`config.mk`:
```
export PLATFORM = sky130hd
export DESIGN_NAME = variable_partition_allocator_top
export DESIGN_NICKNAME = d
export VERILOG_FILES = /design/src/hw/rtl/vpa_pkg.sv /design/src/hw/rtl/variable_partition_allocator_top.sv /design/src/hw/rtl/vpa_seg_ram.sv
export SDC_FILE = /design/constraint.sdc
export NUM_CORES = 2
export LEC_CHECK = 0
export ABC_CLOCK_PERIOD_IN_PS = 4800
export BUFFER_PORTS_ARGS = -buffer_cell sky130_fd_sc_hd__buf_2
export CAP_MARGIN = 20
export CORE_MARGIN = 10
export CORE_UTILIZATION = 30
export CTS_CLUSTER_DIAMETER = 100
export DETAILED_ROUTE_END_ITERATION = 8
export PLACE_DENSITY = 0.46
export SLEW_MARGIN = 20
export SYNTH_ARGS = -nofsm -noshare
export SYNTH_HDL_FRONTEND = slang
export SYNTH_SLANG_ARGS = --single-unit
```
`constraint.sdc`:
```
create_clock -name clock -period 4.8 [get_ports clock]
set_input_delay 0.96 -clock clock [delete_from_list [all_inputs] [get_ports clock]]
set_output_delay 0.96 -clock clock [all_outputs]
set_load 0.005 [all_outputs]
```
`src/hw/rtl/vpa_pkg.sv`:
```
// package for the variable partition allocator
// holds sizes, status codes, payload types and the segment entry type
// no dependencies
package vpa_pkg;

   localparam int MemUnits    = 1024;
   localparam int MaxSegments = 32;
   localparam int AddrWidth   = 10;
   localparam int LenWidth    = 11;
   localparam int IdxWidth    = $clog2(MaxSegments);
   localparam int CntWidth    = $clog2(MaxSegments + 1);

   localparam logic [2:0] ST_OK       = 3'd0;
   localparam logic [2:0] ST_BAD      = 3'd1;
   localparam logic [2:0] ST_NOSPACE  = 3'd2;
   localparam logic [2:0] ST_NOTFOUND = 3'd3;
   localparam logic [2:0] ST_FULL     = 3'd4;

   localparam logic KIND_ALLOC   = 1'b0;
   localparam logic KIND_RELEASE = 1'b1;

   typedef struct packed {
      logic                kind;
      logic [7:0]          job_id;
      logic [LenWidth-1:0] request_size;
   } req_type;

   typedef struct packed {
      logic [2:0]           status;
      logic [AddrWidth-1:0] seg_address;
      logic [LenWidth-1:0]  seg_length;
   } rsp_type;

   typedef struct packed {
      logic [AddrWidth-1:0] start;
      logic [LenWidth-1:0]  length;
      logic [7:0]           owner;
      logic                 busy;
   } seg_type;

   typedef struct packed {
      logic                we;
      logic [IdxWidth-1:0] waddr;
      seg_type             wdata;
      logic [IdxWidth-1:0] raddr;
   } mem_ctl_type;

endpackage

```
`src/hw/rtl/variable_partition_allocator_top.sv`:
```
// top level of the variable partition allocator
// sequencer around the segment table memory; depends on vpa_pkg, vpa_seg_ram
//
// The segment table lives in one single-port-read memory of MaxSegments
// entries. After reset an init pass writes entry zero, then the block is
// ready. Each valid request takes a scan of up to segment_count live entries
// (one read per cycle), then a table shift of up to segment_count entries for
// a split or a merge, one entry per cycle. A bad request gives its result in
// the cycle after the transfer. An allocate gives its result from the
// decision state after the scan, or, when it splits a segment, after the
// shift and the two split writes. A release gives its result from the
// decision state after the scan, then reads its neighbours, writes the merged
// free entry and shifts the table down before the next request. The worst
// case is a best fit split of entry zero with MaxSegments-1 live entries. One
// request is in work at a time, and the next request is taken only once the
// previous result has been transferred and the table update has finished.
module variable_partition_allocator_top (
   input  logic              clock,
   input  logic              reset,
   input  logic              req_valid,
   output logic              req_ready,
   input  vpa_pkg::req_type  req_data,
   output logic              rsp_valid,
   input  logic              rsp_ready,
   output vpa_pkg::rsp_type  rsp_data,
   input  logic              csr_we,
   input  logic              csr_wdata
);
   import vpa_pkg::*;

   localparam logic [3:0] S_INIT  = 4'd0;
   localparam logic [3:0] S_IDLE  = 4'd1;
   localparam logic [3:0] S_SCAN  = 4'd2;
   localparam logic [3:0] S_DEC   = 4'd3;
   localparam logic [3:0] S_SHUP  = 4'd4;
   localparam logic [3:0] S_SPLIT = 4'd5;
   localparam logic [3:0] S_RNB   = 4'd6;
   localparam logic [3:0] S_RPRV  = 4'd7;
   localparam logic [3:0] S_SHDN  = 4'd8;
   localparam logic [3:0] S_DONE  = 4'd9;
   localparam logic [3:0] S_RNXW  = 4'd10;

   localparam logic [CntWidth-1:0] CntOne = CntWidth'(1);
   localparam logic [CntWidth-1:0] CntMax = CntWidth'(MaxSegments);

   logic [3:0]          state_ff, state_in;
   logic                mode_ff;
   req_type             req_ff, req_in;
   logic [CntWidth-1:0] count_ff, count_in;
   logic [CntWidth-1:0] idx_ff, idx_in;     // read index issued last cycle; write index in the down shift
   logic [CntWidth-1:0] ptr_ff, ptr_in;     // shift pointer, or count of removed entries on release
   logic [CntWidth-1:0] stop_ff, stop_in;   // shift end, or first destination of the down shift
   logic                found_ff, found_in;
   logic [IdxWidth-1:0] pick_ff, pick_in;
   seg_type             best_ff, best_in;
   seg_type             cur_ff, cur_in;     // picked entry being modified, or the free entry below on release
   logic [LenWidth-1:0] free_len_ff, free_len_in;
   logic [IdxWidth-1:0] dst_ff, dst_in;     // entry that the merged segment lands in
   logic                rsp_valid_ff, rsp_valid_in;
   rsp_type             rsp_ff, rsp_in;

   mem_ctl_type ctl;
   seg_type     rdata;

   vpa_seg_ram u_ram (
      .clock (clock),
      .ctl   (ctl),
      .rdata (rdata)
   );

   assign req_ready = (state_ff == S_IDLE) && !rsp_valid_ff;
   assign rsp_valid = rsp_valid_ff;
   assign rsp_data  = rsp_ff;

   function automatic rsp_type mk_rsp(logic [2:0] st, logic [AddrWidth-1:0] a,
                                      logic [LenWidth-1:0] l);
      rsp_type r;
      r.status      = st;
      r.seg_address = (st == ST_OK) ? a : '0;
      r.seg_length  = (st == ST_OK) ? l : '0;
      return r;
   endfunction

   always_comb begin
      logic    fits;
      seg_type w;
      state_in     = state_ff;
      req_in       = req_ff;
      count_in     = count_ff;
      idx_in       = idx_ff;
      ptr_in       = ptr_ff;
      stop_in      = stop_ff;
      found_in     = found_ff;
      pick_in      = pick_ff;
      best_in      = best_ff;
      cur_in       = cur_ff;
      free_len_in  = free_len_ff;
      dst_in       = dst_ff;
      rsp_valid_in = rsp_valid_ff;
      rsp_in       = rsp_ff;
      ctl          = '0;
      w            = '0;
      fits         = 1'b0;
      if (rsp_valid_ff && rsp_ready) begin
         rsp_valid_in = 1'b0;
      end
      unique case (state_ff)
         S_INIT: begin
            w.length  = LenWidth'(MemUnits);
            ctl.we    = 1'b1;
            ctl.wdata = w;
            state_in  = S_IDLE;
         end
         S_IDLE: begin
            if (req_valid && req_ready) begin
               req_in   = req_data;
               found_in = 1'b0;
               if (req_data.job_id == '0 ||
                   (req_data.kind == KIND_ALLOC && req_data.request_size == '0)) begin
                  rsp_in       = mk_rsp(ST_BAD, '0, '0);
                  rsp_valid_in = 1'b1;
               end else begin
                  ctl.raddr = '0;
                  idx_in    = '0;
                  state_in  = S_SCAN;
               end
            end
         end
         S_SCAN: begin
            // rdata holds entry idx_ff
            if (req_ff.kind == KIND_ALLOC) begin
               fits = !rdata.busy && rdata.length >= req_ff.request_size;
               if (fits && (!found_ff || (mode_ff && rdata.length < best_ff.length))) begin
                  found_in = 1'b1;
                  pick_in  = idx_ff[IdxWidth-1:0];
                  best_in  = rdata;
               end
               if (fits && !mode_ff) begin
                  state_in = S_DEC;
               end
            end else begin
               fits = rdata.busy && rdata.owner == req_ff.job_id;
               if (fits) begin
                  found_in = 1'b1;
                  pick_in  = idx_ff[IdxWidth-1:0];
                  best_in  = rdata;
                  state_in = S_DEC;
               end
            end
            if (state_in == S_SCAN) begin
               if (idx_ff + CntOne >= count_ff) begin
                  state_in = S_DEC;
               end else begin
                  idx_in    = idx_ff + CntOne;
                  ctl.raddr = idx_in[IdxWidth-1:0];
               end
            end
         end
         S_DEC: begin
            cur_in = best_ff;
            if (!found_ff) begin
               rsp_in = mk_rsp((req_ff.kind == KIND_ALLOC) ? ST_NOSPACE : ST_NOTFOUND,
                               '0, '0);
               rsp_valid_in = 1'b1;
               state_in     = S_IDLE;
            end else if (req_ff.kind == KIND_ALLOC) begin
               if (best_ff.length == req_ff.request_size) begin
                  w         = best_ff;
                  w.busy    = 1'b1;
                  w.owner   = req_ff.job_id;
                  ctl.we    = 1'b1;
                  ctl.waddr = pick_ff;
                  ctl.wdata = w;
                  rsp_in    = mk_rsp(ST_OK, best_ff.start, req_ff.request_size);
                  rsp_valid_in = 1'b1;
                  state_in  = S_IDLE;
               end else if (count_ff >= CntMax) begin
                  rsp_in       = mk_rsp(ST_FULL, '0, '0);
                  rsp_valid_in = 1'b1;
                  state_in     = S_IDLE;
               end else begin
                  // move entries pick+1..count-1 up by one, from the top
                  ptr_in  = count_ff;
                  stop_in = CntWidth'(pick_ff) + CntOne;
                  if (count_ff > CntWidth'(pick_ff) + CntOne) begin
                     ctl.raddr = IdxWidth'(count_ff - CntOne);
                     state_in  = S_SHUP;
                  end else begin
                     state_in = S_SPLIT;
                  end
               end
            end else begin
               rsp_in       = mk_rsp(ST_OK, best_ff.start, best_ff.length);
               rsp_valid_in = 1'b1;
               free_len_in  = best_ff.length;
               dst_in       = pick_ff;
               stop_in      = CntWidth'(pick_ff);  // index of first entry to drop later
               ptr_in       = '0;                  // number of entries removed
               if (CntWidth'(pick_ff) + CntOne < count_ff) begin
                  ctl.raddr = IdxWidth'(CntWidth'(pick_ff) + CntOne);
                  state_in  = S_RNB;
               end else begin
                  state_in = S_RNXW;
               end
            end
         end
         S_SHUP: begin
            // rdata holds entry ptr-1, write it to ptr
            ctl.we    = 1'b1;
            ctl.waddr = ptr_ff[IdxWidth-1:0];
            ctl.wdata = rdata;
            ptr_in    = ptr_ff - CntOne;
            if (ptr_in > stop_ff) begin
               ctl.raddr = IdxWidth'(ptr_in - CntOne);
            end else begin
               state_in = S_SPLIT;
            end
         end
         S_SPLIT: begin
            if (ptr_ff == CntWidth'(pick_ff) + CntOne) begin
               w.start   = cur_ff.start + AddrWidth'(req_ff.request_size);
               w.length  = cur_ff.length - req_ff.request_size;
               ctl.we    = 1'b1;
               ctl.waddr = IdxWidth'(CntWidth'(pick_ff) + CntOne);
               ctl.wdata = w;
               ptr_in    = '0;
            end else begin
               w         = cur_ff;
               w.length  = req_ff.request_size;
               w.owner   = req_ff.job_id;
               w.busy    = 1'b1;
               ctl.we    = 1'b1;
               ctl.waddr = pick_ff;
               ctl.wdata = w;
               count_in  = count_ff + CntOne;
               rsp_in    = mk_rsp(ST_OK, cur_ff.start, req_ff.request_size);
               rsp_valid_in = 1'b1;
               state_in  = S_IDLE;
            end
         end
         S_RNB: begin
            // rdata holds the entry above the released one
            if (!rdata.busy) begin
               free_len_in = free_len_ff + rdata.length;
               ptr_in      = ptr_ff + CntOne;
               stop_in     = CntWidth'(pick_ff) + CntOne;
            end
            state_in = S_RNXW;
         end
         S_RNXW: begin
            if (pick_ff != '0) begin
               ctl.raddr = pick_ff - IdxWidth'(1);
               state_in  = S_RPRV;
            end else begin
               state_in = S_DONE;
            end
         end
         S_RPRV: begin
            if (!rdata.busy) begin
               free_len_in = free_len_ff + rdata.length;
               dst_in      = pick_ff - IdxWidth'(1);
               cur_in      = rdata;
               stop_in     = CntWidth'(pick_ff);
               ptr_in      = ptr_ff + CntOne;
            end
            state_in = S_DONE;
         end
         S_DONE: begin
            // write merged free entry, then shift the rest down by ptr entries
            w         = '0;
            w.start   = (dst_ff == pick_ff) ? best_ff.start : cur_ff.start;
            w.length  = free_len_ff;
            ctl.we    = 1'b1;
            ctl.waddr = dst_ff;
            ctl.wdata = w;
            count_in  = count_ff - ptr_ff;
            if (ptr_ff == '0) begin
               state_in = S_IDLE;
            end else begin
               // first destination is stop, source is stop+ptr
               idx_in = stop_ff;
               if (stop_ff + ptr_ff < count_ff) begin
                  ctl.raddr = IdxWidth'(stop_ff + ptr_ff);
                  state_in  = S_SHDN;
               end else begin
                  state_in = S_IDLE;
               end
            end
         end
         S_SHDN: begin
            ctl.we    = 1'b1;
            ctl.waddr = idx_ff[IdxWidth-1:0];
            ctl.wdata = rdata;
            idx_in    = idx_ff + CntOne;
            if (idx_in + ptr_ff < count_ff + ptr_ff) begin
               ctl.raddr = IdxWidth'(idx_in + ptr_ff);
            end else begin
               state_in = S_IDLE;
            end
         end
         default: begin
            state_in = S_INIT;
         end
      endcase
   end

   always_ff @(posedge clock) begin
      if (reset) begin
         state_ff     <= S_INIT;
         mode_ff      <= 1'b0;
         count_ff     <= CntOne;
         rsp_valid_ff <= 1'b0;
         found_ff     <= 1'b0;
         ptr_ff       <= '0;
         stop_ff      <= '0;
         idx_ff       <= '0;
      end else begin
         state_ff     <= state_in;
         if (csr_we) begin
            mode_ff <= csr_wdata;
         end
         count_ff     <= count_in;
         rsp_valid_ff <= rsp_valid_in;
         found_ff     <= found_in;
         ptr_ff       <= ptr_in;
         stop_ff      <= stop_in;
         idx_ff       <= idx_in;
      end
   end

   always_ff @(posedge clock) begin
      req_ff      <= req_in;
      pick_ff     <= pick_in;
      best_ff     <= best_in;
      cur_ff      <= cur_in;
      free_len_ff <= free_len_in;
      dst_ff      <= dst_in;
      rsp_ff      <= rsp_in;
   end

endmodule

```
`src/hw/rtl/vpa_seg_ram.sv`:
```
// segment table memory, one write and one registered read port
// depends on vpa_pkg
module vpa_seg_ram (
   input  logic                 clock,
   input  vpa_pkg::mem_ctl_type ctl,
   output vpa_pkg::seg_type     rdata
);
   import vpa_pkg::*;

   seg_type mem [MaxSegments];

   always_ff @(posedge clock) begin
      if (ctl.we) begin
         mem[ctl.waddr] <= ctl.wdata;
      end
      rdata <= mem[ctl.raddr];
   end

endmodule

```
==> results.ini <==
[worst_setup_path]
worstSetupPathType=reg2reg
critPathTopFamily=compound AO/OA/AOI/OAI gates
end_kind=flop
worstSetupStartpointType=flop
arrival_ps=5370
worstPathCellList=buf_12 -> buf_4 -> or4_1 -> nand2_1 -> ha_1 -> and3_1 -> o21ai_0 -> a31oi_2 -> buf_4 -> a221oi_2 -> nand4_1 -> a21o_4 -> nand2_4 -> buf_16 -> buf_12 -> a21oi_1 -> a2111oi_0 -> nor4_1
worstPathMaxFanout=19
slowest_stage=or4_1
required_ps=5410
critPathMaxStageDelay_ps=540
worstPathBufferInverterCount=5

[drt]
drt-total-wl_microns=171000
top_layer_used=met5
firstDrtPassIters=8
vias=32842
drt_iter0_drc=2983
wl_met2_microns=82900
route.met3.wl_microns=8310
drtAntennaViolNets=0
drc=0
viasPerCell=5.25
wl_met1_microns=75300
wire_per_inst_microns=27.3

[hold_path]
hold_path_class=in2reg

[yosys]
synth-adder-area-share_pct=2.97
yosys-top-cells-count=1067 x edfxtp_1, 558 x nand2_1, 233 x a211oi_1
netlist.area_leader.share_pct=65.6
synth_compound_area_share_pct=11.9
synthSimpleGateAreaFrac_pct=9.50
synth_top_family_by_area=compound AO/OA/AOI/OAI gates
ys.flop_type=edfxtp_1
synth_async_sr_flop_share_pct=0
synth_xor_area_share_pct=1.86
yosysMostFrequentCell=edfxtp_1
synth.distinct_cells=74
muxShareOfSynthArea_pct=2.81
avgSynthCellArea_sq_um=13.3
synth_nets=3802
synth_top_area_cell=edfxtp_1
syn_area_sq_mm=0.0489
synth-edff-count=1067
yosys_warnings=0
ys_seq_area_share_pct=68.0
synth.area.top_cells=edfxtp_1 66%, nand2_1 4.3%, a211oi_1 3.6%
synth-seq-cells=1128
synthCells=3664

[sta]
maxSlewHeadroom_pct=32.5
fin_crit_ps=4760
timing_hold_violations_final=0
skew_ps=31.4
setup_viol=0
fmax_ghz=0.210
fin_crit_sh_pct=99.3
final.hold.worst_slack_ps=423
worst_slew_pin_slew_ps=997
slew_violations=0

[floorplanning]
die_w_microns=424
io_pins=52
rows=148
core_area_sq_mm=0.162
die_area_sq_mm=0.179
die-height_microns=424
start_util_pct=30.1

[power_and_ir_drop]
total_power_mw=24.1
power_density_mw_per_mm2=406
leakagePower_nw=20.0
vdd_drop_max_v=0.000318

[layout]
nets=4105
area_delta_synth_final_pct=21.5
final_cells=6251
drive_above_1_share_pct=18.2
post-route-cell-area_sq_mm=0.0594
final_util_pct=36.6

[grt]
grt.total_usage_pct=18.0
grt_pass1_wl_microns=239000
grt_pass1_vias=31964
antenna_found_initial=2
grt_max_degree=54
overflow=0

[clocking]
cts.sinks=1128
clk_path_buf_depth=3
htree_levels=3
numCtsBuffers=120
cts-root-buf=clkbuf_16
worstSkewPairLatency_ps=750
clk_pin_slew_ps=60
cts_tree=done

[placement]
post_dp_cell_area_sq_mm=0.0545
place.gp.congestion=0.869
numPortBuffers=51
place_inst=5985
post-dp-hpwl_microns=104000

[run]
drv_cap=0

[status]
outcome=completed

through the flow:
step                setup TNS, ps  worst slack, ps
floorplan                       0              375
finish                          0             35.0
CTS                             0            0.775
global placement             -521             -184
detailed placement           -641             -191
global route                 -134            -73.1
kinds of logic (layout without fill, tap and decap cells):
kind of cell,count (synthesis),count (layout)
other,0,2
adders and majority gates,112,112
buffers and inverters,324,732
and+or+nand+nor,1010,1012
muxes,137,137
xor gates and xnor gates,102,102
DFF,1128,1128
AOI/OAI and AO/OA,851,851
worst register-to-register path, delay by kind of cell (launching register included):
| kind | cells | cell delay (ps) |
|---|---|---|
| AO/OA/AOI/OAI | 6 | 1640 |
| flip-flops | 1 | 330 |
| adder cells (fa/ha/maj) | 1 | 250 |
| AND/OR/NAND/NOR | 6 | 1450 |
| buffers and inverters | 5 | 970 |
repair_timing:
item,4_1_cts,5_1_grt
setup buffers,0,21
hold buffers,0,0
pin swaps,0,13
gates resized for setup,9,84
gates cloned,0,12
endpoints found under the setup margin,6,29
layout by cell type, fill, tap and decap left out, types with 30 or more instances in the layout:
| master | n |
|---|---|
| a21o_1 | 30 |
| nor2_1 | 78 |
| xor2_1 | 36 |
| o22ai_1 | 58 |
| dfxtp_1 | 59 |
| a211oi_1 | 214 |
| clkbuf_16 | 132 |
| nor2_4 | 32 |
| a21oi_1 | 139 |
| ha_1 | 103 |
| o21ai_0 | 68 |
| nand2_1 | 555 |
| mux2i_1 | 135 |
| nor4_1 | 39 |
| edfxtp_1 | 1067 |
| and3_1 | 149 |
| nand3_1 | 42 |
| a311oi_1 | 37 |
| buf_12 | 67 |
| a31oi_1 | 118 |
| buf_4 | 285 |
| inv_1 | 79 |
| xnor2_1 | 64 |
| buf_2 | 52 |
final timing paths:
path / slack [ps] / endpoint / cells after the start / start
worst max-delay path: 40 / u_ram.rdata[23] / 18 / ptr_ff[0]
worst min-delay path: 420 / req_ff[19] / 1 / req_data[19]
worst max register to register: 40 / u_ram.rdata[23] / 18 / ptr_ff[0]
worst min register to register: 530 / idx_ff[5] / 2 / idx_ff[5]
sequential cells by signal, summed over array words and instances, names as in the netlist, 5 cells and up:
name	flops
u_ram.rdata	30
stop_ff	6
ptr_ff	6
rsp_data	24
dst_ff	5
pick_ff	5
free_len_ff	11
idx_ff	6
best_ff	21
u_ram.mem	960
cur_ff	21
req_ff	20
count_ff	6
final cells by class:
class                      count  area, sq um
inverter                      80          304
antenna                        2         5.00
sequential                  1128        33300
fill                       15683       103000
tap                         2175         2720
clock buffer                 162         3330
multi-input combinational   2214        14900
clock inverter                67          591
timing repair buffer         423         4230
routing by layer:
metal / vias up / track usage [%]
met1: 16946 / 24.3
li1: 14756 / -
met4: 2 / 4.81
met5: - / 0
met3: 205 / 2.15
met2: 933 / 30.5
power by group:
part | switching (mW) | internal [mW]
Sequential | 0.404 | 11.2
Clock | 3.98 | 5.29
Combinational | 1.96 | 1.32
Total | 6.35 | 17.8
(Power assumes the default switching activity.)
